### src/rtl/core/nlt_pkg.sv
package nlt_pkg;

   // Table geometry
   localparam int NEIGHBORS  = 16;
   localparam int NBR_IDX_W  = (NEIGHBORS > 1) ? $clog2(NEIGHBORS) : 1;
   localparam int NBR_CNT_W  = $clog2(NEIGHBORS + 1);
   localparam int APP_SUM_W  = 8 + NBR_CNT_W;

   // Field widths
   localparam int OP_W       = 2;
   localparam int TIME_W     = 32;
   localparam int SLOT_W     = 4;
   localparam int APPS_W     = 8;
   localparam int INTERVAL_W = 16;
   localparam int SITES_W    = 5;
   localparam int TOTAL_W    = 13;

   // Configuration port
   localparam int CSR_ADDR_W = 3;
   localparam int CSR_DATA_W = 32;
   localparam logic CSR_IDX_INTERVAL = 1'b0;

   localparam logic [INTERVAL_W-1:0] INTERVAL_RESET = 16'd500;
   localparam logic [APPS_W-1:0]     PONG_MAX       = 8'd255;

   // Operation codes
   localparam logic [OP_W-1:0] OP_TICK   = 2'd0;
   localparam logic [OP_W-1:0] OP_PONG   = 2'd1;
   localparam logic [OP_W-1:0] OP_REPORT = 2'd2;

   typedef struct packed {
      logic [OP_W-1:0]   op;
      logic [TIME_W-1:0] now_ms;
      logic [SLOT_W-1:0] site_index;
      logic [APPS_W-1:0] neighbor_apps;
   } req_type;

   typedef struct packed {
      logic               ping_neighbors;
      logic               network_changed;
      logic [SITES_W-1:0] site_count;
      logic [TOTAL_W-1:0] total_apps;
      logic [APPS_W-1:0]  local_apps;
   } rsp_type;

   // One table entry
   typedef struct packed {
      logic [APPS_W-1:0] apps;
      logic [TIME_W-1:0] last_seen;
   } entry_type;

   // Control word from the sequencer to the table
   typedef struct packed {
      logic                 wr_en;
      logic [NBR_IDX_W-1:0] wr_idx;
      entry_type            wr_entry;
      logic [NBR_IDX_W-1:0] rd_idx;
      logic                 drop_en;
      logic [NEIGHBORS-1:0] drop_mask;
   } tbl_ctrl_type;

   typedef enum logic [1:0] {
      ST_IDLE,
      ST_SCAN,
      ST_FINISH
   } state_type;

endpackage

### src/rtl/core/nlt_table.sv
module nlt_table (
   input  logic                   clock,
   input  logic                   reset,
   input  nlt_pkg::tbl_ctrl_type  ctrl,
   output nlt_pkg::entry_type     rd_entry,
   output logic                   rd_valid
);

   nlt_pkg::entry_type            mem [nlt_pkg::NEIGHBORS];
   nlt_pkg::entry_type            rd_entry_ff;
   logic                          rd_valid_ff;
   logic [nlt_pkg::NEIGHBORS-1:0] valid_ff;
   logic [nlt_pkg::NEIGHBORS-1:0] valid_in;

   // Entry storage: one write port, one registered read port
   always_ff @(posedge clock) begin
      if (ctrl.wr_en) begin
         mem[ctrl.wr_idx] <= ctrl.wr_entry;
      end
      rd_entry_ff <= mem[ctrl.rd_idx];
   end

   // Valid marks: set on report, cleared by the drop mask
   always_comb begin
      valid_in = valid_ff;
      if (ctrl.drop_en) begin
         valid_in = valid_in & ~ctrl.drop_mask;
      end
      if (ctrl.wr_en) begin
         valid_in[ctrl.wr_idx] = 1'b1;
      end
   end

   always_ff @(posedge clock) begin
      if (reset) begin
         valid_ff    <= '0;
         rd_valid_ff <= 1'b0;
      end else begin
         valid_ff    <= valid_in;
         rd_valid_ff <= valid_ff[ctrl.rd_idx];
      end
   end

   assign rd_entry = rd_entry_ff;
   assign rd_valid = rd_valid_ff;

endmodule

### src/rtl/core/neighbor_liveness_table_top.sv
// Channel  | Direction | Ports                                  | Handshake
// request  | in        | start, busy, req_data                  | start && !busy
// response | out       | rsp_valid, rsp_data                    | one-cycle strobe
// config   | in/out    | csr_psel/penable/pwrite/paddr/pwdata   | APB access phase
//
// Pong and report words are handled while idle; busy stays low.
// During a tick the scan reads one table entry per cycle from the single read
// port, then the finish state closes the totals. The result strobe follows in
// the next cycle, while the next word may be accepted.
// Synchronous active-high reset clears valid marks, counters and totals.
// The receiver cannot stall; results are never held.
module neighbor_liveness_table_top (
   input  logic                                clock,
   input  logic                                reset,
   input  logic                                start,
   output logic                                busy,
   input  nlt_pkg::req_type                    req_data,
   output logic                                rsp_valid,
   output nlt_pkg::rsp_type                    rsp_data,
   input  logic                                csr_psel,
   input  logic                                csr_penable,
   input  logic                                csr_pwrite,
   input  logic [nlt_pkg::CSR_ADDR_W-1:0]      csr_paddr,
   input  logic [nlt_pkg::CSR_DATA_W-1:0]      csr_pwdata,
   output logic [nlt_pkg::CSR_DATA_W-1:0]      csr_prdata,
   output logic                                csr_pready
);

   localparam int SCAN_W = nlt_pkg::NBR_CNT_W;

   nlt_pkg::state_type                  state_ff, state_in;
   logic [SCAN_W-1:0]                   scan_ff, scan_in;
   logic [nlt_pkg::INTERVAL_W-1:0]      interval_ff;
   logic [nlt_pkg::TIME_W-1:0]          now_ff;
   logic [nlt_pkg::APPS_W-1:0]          pong_ff, pong_in;
   logic [nlt_pkg::APPS_W-1:0]          local_ff, local_in;
   logic [nlt_pkg::TOTAL_W-1:0]         last_total_ff, last_total_in;
   logic [nlt_pkg::SITES_W-1:0]         last_sites_ff, last_sites_in;
   logic                                stale_ff, stale_in;
   logic [nlt_pkg::NEIGHBORS-1:0]       old_ff, old_in;
   logic [nlt_pkg::NBR_CNT_W-1:0]       cnt_all_ff, cnt_all_in;
   logic [nlt_pkg::NBR_CNT_W-1:0]       cnt_keep_ff, cnt_keep_in;
   logic [nlt_pkg::APP_SUM_W-1:0]       sum_all_ff, sum_all_in;
   logic [nlt_pkg::APP_SUM_W-1:0]       sum_keep_ff, sum_keep_in;
   logic                                rsp_valid_ff, rsp_valid_in;
   nlt_pkg::rsp_type                    rsp_data_ff, rsp_data_in;

   nlt_pkg::tbl_ctrl_type               tbl_ctrl;
   nlt_pkg::entry_type                  rd_entry;
   logic                                rd_valid;

   logic                                accept;
   logic                                csr_wr;
   logic [nlt_pkg::TIME_W-1:0]          age;
   logic                                is_stale;
   logic                                is_old;
   logic [nlt_pkg::NBR_CNT_W-1:0]       cnt_sel;
   logic [nlt_pkg::APP_SUM_W-1:0]       sum_sel;
   logic [nlt_pkg::SITES_W-1:0]         sites;
   logic [nlt_pkg::TOTAL_W-1:0]         total;

   assign accept = start && !busy;
   assign busy   = (state_ff != nlt_pkg::ST_IDLE);

   // Configuration port
   assign csr_pready = 1'b1;
   assign csr_wr     = csr_psel && csr_penable && csr_pwrite && csr_pready;

   always_ff @(posedge clock) begin
      if (reset) begin
         interval_ff <= nlt_pkg::INTERVAL_RESET;
      end else if (csr_wr && (csr_paddr[2] == nlt_pkg::CSR_IDX_INTERVAL)) begin
         interval_ff <= csr_pwdata[nlt_pkg::INTERVAL_W-1:0];
      end
   end

   always_comb begin
      csr_prdata = '0;
      if (csr_paddr[2] == nlt_pkg::CSR_IDX_INTERVAL) begin
         csr_prdata = nlt_pkg::CSR_DATA_W'(interval_ff);
      end
   end

   nlt_table u_table (
      .clock    (clock),
      .reset    (reset),
      .ctrl     (tbl_ctrl),
      .rd_entry (rd_entry),
      .rd_valid (rd_valid)
   );

   // Age of the entry coming out of the read port
   assign age      = now_ff - rd_entry.last_seen;
   assign is_stale = rd_valid && (age >= nlt_pkg::TIME_W'(interval_ff));
   assign is_old   = rd_valid && (age > nlt_pkg::TIME_W'({interval_ff, 1'b0}));

   // Totals after optional removal
   assign cnt_sel = stale_ff ? cnt_keep_ff : cnt_all_ff;
   assign sum_sel = stale_ff ? sum_keep_ff : sum_all_ff;
   assign sites   = nlt_pkg::SITES_W'(cnt_sel + 1'b1);
   assign total   = nlt_pkg::TOTAL_W'(sum_sel + nlt_pkg::APP_SUM_W'(pong_ff));

   // Sequencer
   always_comb begin
      state_in      = state_ff;
      scan_in       = scan_ff;
      pong_in       = pong_ff;
      local_in      = local_ff;
      last_total_in = last_total_ff;
      last_sites_in = last_sites_ff;
      stale_in      = stale_ff;
      old_in        = old_ff;
      cnt_all_in    = cnt_all_ff;
      cnt_keep_in   = cnt_keep_ff;
      sum_all_in    = sum_all_ff;
      sum_keep_in   = sum_keep_ff;
      rsp_valid_in  = 1'b0;
      rsp_data_in   = rsp_data_ff;

      tbl_ctrl                    = '0;
      tbl_ctrl.wr_idx             = nlt_pkg::NBR_IDX_W'(req_data.site_index);
      tbl_ctrl.wr_entry.apps      = req_data.neighbor_apps;
      tbl_ctrl.wr_entry.last_seen = req_data.now_ms;
      tbl_ctrl.rd_idx             = scan_ff[nlt_pkg::NBR_IDX_W-1:0];
      tbl_ctrl.drop_mask          = old_ff;

      unique case (state_ff)
         nlt_pkg::ST_IDLE: begin
            if (accept) begin
               priority if (req_data.op == nlt_pkg::OP_PONG) begin
                  if (pong_ff < nlt_pkg::PONG_MAX) begin
                     pong_in = pong_ff + 1'b1;
                  end
               end else if (req_data.op == nlt_pkg::OP_REPORT) begin
                  tbl_ctrl.wr_en = (int'(req_data.site_index) < nlt_pkg::NEIGHBORS);
               end else if (req_data.op == nlt_pkg::OP_TICK) begin
                  state_in    = nlt_pkg::ST_SCAN;
                  scan_in     = '0;
                  stale_in    = 1'b0;
                  old_in      = '0;
                  cnt_all_in  = '0;
                  cnt_keep_in = '0;
                  sum_all_in  = '0;
                  sum_keep_in = '0;
               end else begin
                  state_in = nlt_pkg::ST_IDLE;
               end
            end
         end

         nlt_pkg::ST_SCAN: begin
            // Read issued at scan_ff, data of the previous slot arrives now
            scan_in = scan_ff + 1'b1;
            if (scan_ff != '0) begin
               stale_in = stale_ff || is_stale;
               old_in   = {is_old, old_ff[nlt_pkg::NEIGHBORS-1:1]};
               if (rd_valid) begin
                  cnt_all_in = cnt_all_ff + 1'b1;
                  sum_all_in = sum_all_ff + nlt_pkg::APP_SUM_W'(rd_entry.apps);
               end
               if (rd_valid && !is_old) begin
                  cnt_keep_in = cnt_keep_ff + 1'b1;
                  sum_keep_in = sum_keep_ff + nlt_pkg::APP_SUM_W'(rd_entry.apps);
               end
            end
            if (scan_ff == SCAN_W'(nlt_pkg::NEIGHBORS)) begin
               state_in = nlt_pkg::ST_FINISH;
            end
         end

         nlt_pkg::ST_FINISH: begin
            tbl_ctrl.drop_en            = stale_ff;
            local_in                    = pong_ff;
            pong_in                     = '0;
            last_sites_in               = sites;
            last_total_in               = total;
            rsp_valid_in                = 1'b1;
            rsp_data_in.ping_neighbors  = stale_ff;
            rsp_data_in.network_changed = (sites != last_sites_ff) ||
                                          (total != last_total_ff);
            rsp_data_in.site_count      = sites;
            rsp_data_in.total_apps      = total;
            rsp_data_in.local_apps      = pong_ff;
            state_in                    = nlt_pkg::ST_IDLE;
         end

         default: begin
            state_in = nlt_pkg::ST_IDLE;
         end
      endcase
   end

   // Control state
   always_ff @(posedge clock) begin
      if (reset) begin
         state_ff      <= nlt_pkg::ST_IDLE;
         pong_ff       <= '0;
         local_ff      <= '0;
         last_total_ff <= '0;
         last_sites_ff <= nlt_pkg::SITES_W'(1);
         rsp_valid_ff  <= 1'b0;
      end else begin
         state_ff      <= state_in;
         pong_ff       <= pong_in;
         local_ff      <= local_in;
         last_total_ff <= last_total_in;
         last_sites_ff <= last_sites_in;
         rsp_valid_ff  <= rsp_valid_in;
      end
   end

   // Scan working registers
   always_ff @(posedge clock) begin
      scan_ff     <= scan_in;
      stale_ff    <= stale_in;
      old_ff      <= old_in;
      cnt_all_ff  <= cnt_all_in;
      cnt_keep_ff <= cnt_keep_in;
      sum_all_ff  <= sum_all_in;
      sum_keep_ff <= sum_keep_in;
      rsp_data_ff <= rsp_data_in;
      if (accept) begin
         now_ff <= req_data.now_ms;
      end
   end

   assign rsp_valid = rsp_valid_ff;
   assign rsp_data  = rsp_data_ff;

endmodule

### config.mk
export PLATFORM = sky130hd
export DESIGN_NAME = neighbor_liveness_table_top
export DESIGN_NICKNAME = d
export VERILOG_FILES = /design/src/rtl/core/nlt_pkg.sv /design/src/rtl/core/nlt_table.sv /design/src/rtl/core/neighbor_liveness_table_top.sv
export SDC_FILE = /design/constraint.sdc
export NUM_CORES = 1
export LEC_CHECK = 0
export ABC_CLOCK_PERIOD_IN_PS = 9500
export BUFFER_PORTS_ARGS = -buffer_cell sky130_fd_sc_hd__buf_4
export CORE_MARGIN = 3
export CORE_UTILIZATION = 65
export DETAILED_ROUTE_END_ITERATION = 16
export PLACE_DENSITY = 0.83
export SLEW_MARGIN = 25
export SYNTH_ARGS = -nofsm -noshare
export SYNTH_HDL_FRONTEND = slang
export SYNTH_HIERARCHICAL = 1
export SYNTH_SLANG_ARGS = --single-unit
export TNS_END_PERCENT = 50
### constraint.sdc
create_clock -name clock -period 9.5 [get_ports clock]
set_clock_uncertainty 0.05 [all_clocks]
set_input_delay 0.95 -clock clock [delete_from_list [all_inputs] [get_ports clock]]
set_output_delay 0.95 -clock clock [all_outputs]
set_load 0.01 [all_outputs]
Word level (Yosys, flattened, before mapping)
Memories as Yosys holds them, arrays and structs flattened. A register that Yosys moved wholly into a read port is not among the register bits.
Cells that the tools add are included.
- register bits: 180
- memory bits (writable): 640
- word-level logic and storage cells: 142
- memories kept: 1
- add/subtract/negate cells: 9
- order comparisons: 6
- equality and inequality tests: 17
- muxes and demuxes: 60
- bitwise operators: 4
- reductions and logical operators: 24
- memory list (memory ; depth ; bits a word ; rd ports ; clocked after memory_dff ; write ports ; line ; RTL):
    u_table.mem ; 16 ; 40 ; 1 ; 1 ; 1 ; nlt_table.sv:9 ; nlt_pkg::entry_type mem [nlt_pkg::NEIGHBORS];
- operators with widths (kind ; number):
    two-way mux 16 bit ; 8
    two-way mux 13 bit ; 9
    one-hot mux 13 bit (2 select lines) ; 2
    two-way mux 5 bit ; 9
    adder 13 x 8 -> 13 bit ; 3
    greater-or-equal comparator 32 x 16 -> 1 bit ; 1
    > comparator 32 x 17 -> 1 bit ; 1
    one-hot mux 16 bit (2 select lines) ; 1
    subtractor 32 bit ; 1
    one-hot mux 5 bit (2 select lines) ; 3
    two-way mux 8 bit ; 3
    adder 5 x 1 -> 5 bit, second input constant ; 4
    inequality test 2 bit, second input constant ; 9
    bitwise AND 16 bit ; 1
    two-way mux 1 bit ; 16
    inverter 16 bit ; 1
    OR 16 bit ; 1
    one-hot mux 8 bit (2 select lines) ; 1
    AND reduction 7 bit ; 2
    inequality test 13 bit ; 1
    < comparator 4 x 5 -> 1 bit, second input constant ; 2
    adder 8 x 1 -> 8 bit, second input constant ; 1
    logical AND 1 bit ; 8
    < comparator 8 bit, second input constant ; 1
    20 further kinds ; 31

Logic depth before layout (Yosys ltp)
- depth after elaboration: 8
- mapped depth: 17
- gate-level depth less buffers: 17

Hierarchy
Netlist, hierarchy kept.
- by module, submodules not included (module ; times used ; cells each ; area each (sq um) ; seq. area each (sq um)):
    nlt_table ; 1 ; 1085 ; 25500.7 ; 20359.5
    neighbor_liveness_table_top ; 1 ; 1071 ; 10231.1 ; 4444.3

Worst setup path before layout
No wires, ideal clock.
- kind: input-to-reg
- from: in start
- to: mem u_table/mem[0][0] (netlist bit) (enable)
- library setup time: 0.490 ns
- data arrival time: 4.654 ns
- path slack: 4.306 ns
- stages on the path: 4
- path buffers: 0
- cell sequence: nand2_1 nor3b_1 or3b_2 nor3_1
- RTL lines (element ; line ; RTL):
    start: declaration ; neighbor_liveness_table_top.sv:15 ; input logic start,
    end: declaration ; nlt_table.sv:9 ;

Final worst setup path
- from: reg now_ff[13] (netlist bit)
- to: reg sum_keep_ff[2] (netlist bit) (enable)
- longest elaborated chain between the ends: 7
- ends and longest elaborated chain (element ; line ; RTL):
    start: declaration ; neighbor_liveness_table_top.sv:34 ; logic [nlt_pkg::TIME_W-1:0] now_ff;
    start signal: assignment ; neighbor_liveness_table_top.sv:223 ; now_ff <= req_data.now_ms;
    subtractor 32 bit ; neighbor_liveness_table_top.sv:93 ; assign age = now_ff - rd_entry.last_seen;
    > comparator 32 x 17 -> 1 bit ; neighbor_liveness_table_top.sv:95 ; assign is_old = rd_valid && (age > nlt_pkg::TIME_W'({interval_ff, 1'b0}));
    logical AND 1 bit ; neighbor_liveness_table_top.sv:95 ;
    zero test 1 bit ; neighbor_liveness_table_top.sv:161 ; if (rd_valid && !is_old) begin
    logical AND 1 bit ; neighbor_liveness_table_top.sv:161 ;
    inequality test 2 bit (no line) ; n/a ;
    AND reduction 7 bit (no line) ; n/a ;
    end signal: assignment ; neighbor_liveness_table_top.sv:220 ; sum_keep_ff <= sum_keep_in;
    end: declaration ; neighbor_liveness_table_top.sv:44 ; logic [nlt_pkg::APP_SUM_W-1:0] sum_keep_ff, sum_keep_in;
Every way passes these cells.
A chain may end at the register's enable or synchronous reset.

==> reports/qor.yml <==
sta:
  tightest_slew_ns: 1.08
  fin_hold_ws_ns: 0.410
  setup_viol: 0
  relSlewSlack: 0.279
  hold_violations: 0
  rsz0062_at_grt: "no"
  max_freq_mhz: 218
  setup_ws_ns: 4.91
  fin_crit_sh: 0.483
  layout_min_cycle_time_ns: 4.59
  slew_violations: 0
  tns_ns: 0
cts:
  clk_path_buf_depth: 3
  cts_root_buffer: "clkbuf_16"
  cts_resized: 0
  clk_latency_ns: 0.62
  cts_setup_buffers: 0
  numCtsBuffers: 85
  cts.reportedPaths.clkPinSlew_ns: 0.06
  cts_sinks: 860
  htreeDepth: 3
  cts_tree: "done"
  ctsHoldBuffers: 0
place:
  dp_slack_ns: 4.96
  place_area_um2: 37300
  dp_hpwl_um: 42900
  buffer_ports.inserted: 114
  gp_congestion: 0.877
critical_path:
  cp-start-kind: "register"
  timing.critical_path.cells: "ha_1, nand2_1, a2111oi_0, o21ai_1, nand2_1, xor2_1, ha_1, nand4_1, nor2_1, o21ai_0, o2111ai_1, o211ai_1, and3_1, a21o_1"
  cp_slowest_stage_delay_ns: 0.63
  worstPathArrival_ns: 4.78
  path_class: "reg -> reg"
  crit_required_ns: 9.69
  worstSetupEndpointType: "register"
  critPathMaxFanout: 18
  critical-path-slowest-cell: "a21o_1"
status:
  outcome: "complete, no violations"
route:
  drc: 0
  via_per_inst: 6.60
  routedWlPerCell_um: 26.6
  vias: 20232
  routed_wl_um: 81500
  ant_nets: 0
  drt_iter0_markers: 2286
  firstDrtPassIters: 7
global_routing:
  antenna_found_initial: 0
  grt_pass1_wl_um: 124000
  grt_pass1_vias: 20645
  grt_overflow: 0
  grt_max_degree: 170
  grt_util_all_layers: 0.289
synth:
  synthTopCellsByArea: "edfxtp_1, mux4_2, dfxtp_1, ha_1, a21oi_1"
  ys_seq_elements: 860
  yosys.area.top_type: "edfxtp_1"
  synth_edf_count: 758
  async_reset_ff_frac: 0
  synthFlopType: "edfxtp_1"
  synthCells: 2156
  synth_area_um2: 35700
  ys_seq_area_frac: 0.694
  avgSynthCellArea_um2: 16.6
  synth.top_cell.area_share: 0.637
  synth_cell_types: 66
  yosysWarnings: 6
flow_run:
  cap_violations: 0
die:
  die_y_um: 240
  fp.coreArea_um2: 54100
  die_area_um2: 57800
  num_rows: 85
  die-width_um: 240
  pin_count: 150
  start_util: 0.660
layout:
  fill_cells: 3027
  final_common_cell: "edfxtp_1"
  fin_nets: 2479
  layout_common_cells: "edfxtp_1, mux4_2, buf_4"
  drive_gt1_frac: 0.200
  area_growth_pct: 12.4
  stdcell_area_um2: 40200
power:
  total_power_mw: 8.29
  p_leak_nw: 13.8
  p_per_area_nw_per_um2: 207
  ir_drop_mv: 0.160
worst_hold_path:
  hold_class: "reg -> reg"
routing by layer:
| layer | vias to the layer above | track usage | share of wire |
|---|---|---|---|
| met5 | - | 0 | 0 |
| met4 | 0 | 0.113 | 0.037 |
| met2 | 1135 | 0.470 | 0.49 |
| li1 | 8684 | - | - |
| met3 | 251 | 0.0516 | 0.093 |
| met1 | 10162 | 0.397 | 0.38 |
power by group:
group	total [mW]	leakage (nW)	switching, mW	internal, mW
Clock	3.37	1.39	1.40	1.97
Sequential	4.19	7.71	0.0278	4.16
Combinational	0.731	4.68	0.441	0.290
Total	8.29	13.8	1.87	6.42
stage by stage:
step / utilization / cells
floorplan: - / 2171
detailed placement: 0.690 / 2904
global placement: 0.690 / 2904
finish: 0.742 / 3064
global route: 0.742 / 3063
CTS: 0.742 / 3063
state kept, by name, indices dropped and copies added (netlist names), 16 cells and up:
register and count:
u_table/rd_entry 40, u_table/mem 640, now_ff 32, u_table/valid_ff 16
interval_ff 16, rsp_data 28, old_ff 16
worst max-delay path: cells and delay by family, from the launching register on:
kind	cells	cell delay (ns)
adders and majority gates	2	0.76
and+or+nand+nor	5	0.79
DFF	1	0.36
xor gates and xnor gates	1	0.40
AOI/OAI and AO/OA	6	1.83
area by class of cell:
cell class	count	area (um2)	area share
tap	696	871	0.0217
sequential	860	24800	0.618
timing repair buffer	143	1100	0.0274
clock buffer	110	2350	0.0586
antenna	1	2.50	0.0000623
multi-input combinational	1125	10300	0.256
clock inverter	49	465	0.0116
inverter	80	300	0.00748
worst paths after layout:
check             depth (start not counted)             from              end  slack [ns]
setup / recovery                         14       now_ff[13]   sum_keep_ff[2]        4.91
setup reg to reg                         14       now_ff[13]   sum_keep_ff[2]        4.91
hold / removal                            2  interval_ff[13]  interval_ff[13]        0.41
hold reg to reg                           2  interval_ff[13]  interval_ff[13]        0.41
kinds of logic (layout without fill, tap and decap cells):
group	Yosys count	count (layout)	synth area share
adder cells (fa/ha/maj)	97	97	0.0348
AND/OR/NAND/NOR	405	405	0.0526
other	2	18	0.000210
multiplexers	186	186	0.109
flip-flops	860	860	0.694
buffers and inverters	186	382	0.0242
AO/OA/AOI/OAI	335	335	0.0639
XOR/XNOR	85	85	0.0208
cell usage after synthesis (7+ instances only):
master,number
mux4_2,162
xnor2_1,48
ha_1,93
buf_1,9
mux2_2,11
a31oi_1,11
a221o_1,40
and3_1,9
nand2b_1,12
buf_2,11
and2_1,28
inv_1,79
o211ai_1,11
o21ai_1,7
o21ai_0,47
nand2_1,130
a211o_1,8
nor3_1,20
edfxtp_1,758
nor2b_1,14
dfxtp_1,102
nand3_1,24
a21oi_1,110
or3_1,8
xor2_1,37
clkbuf_1,56
a22o_1,40
buf_4,19
nor2_1,126
a21o_1,18
buf_6,11
nand4_1,13
mux2i_1,12
(Power assumes the default switching activity.)
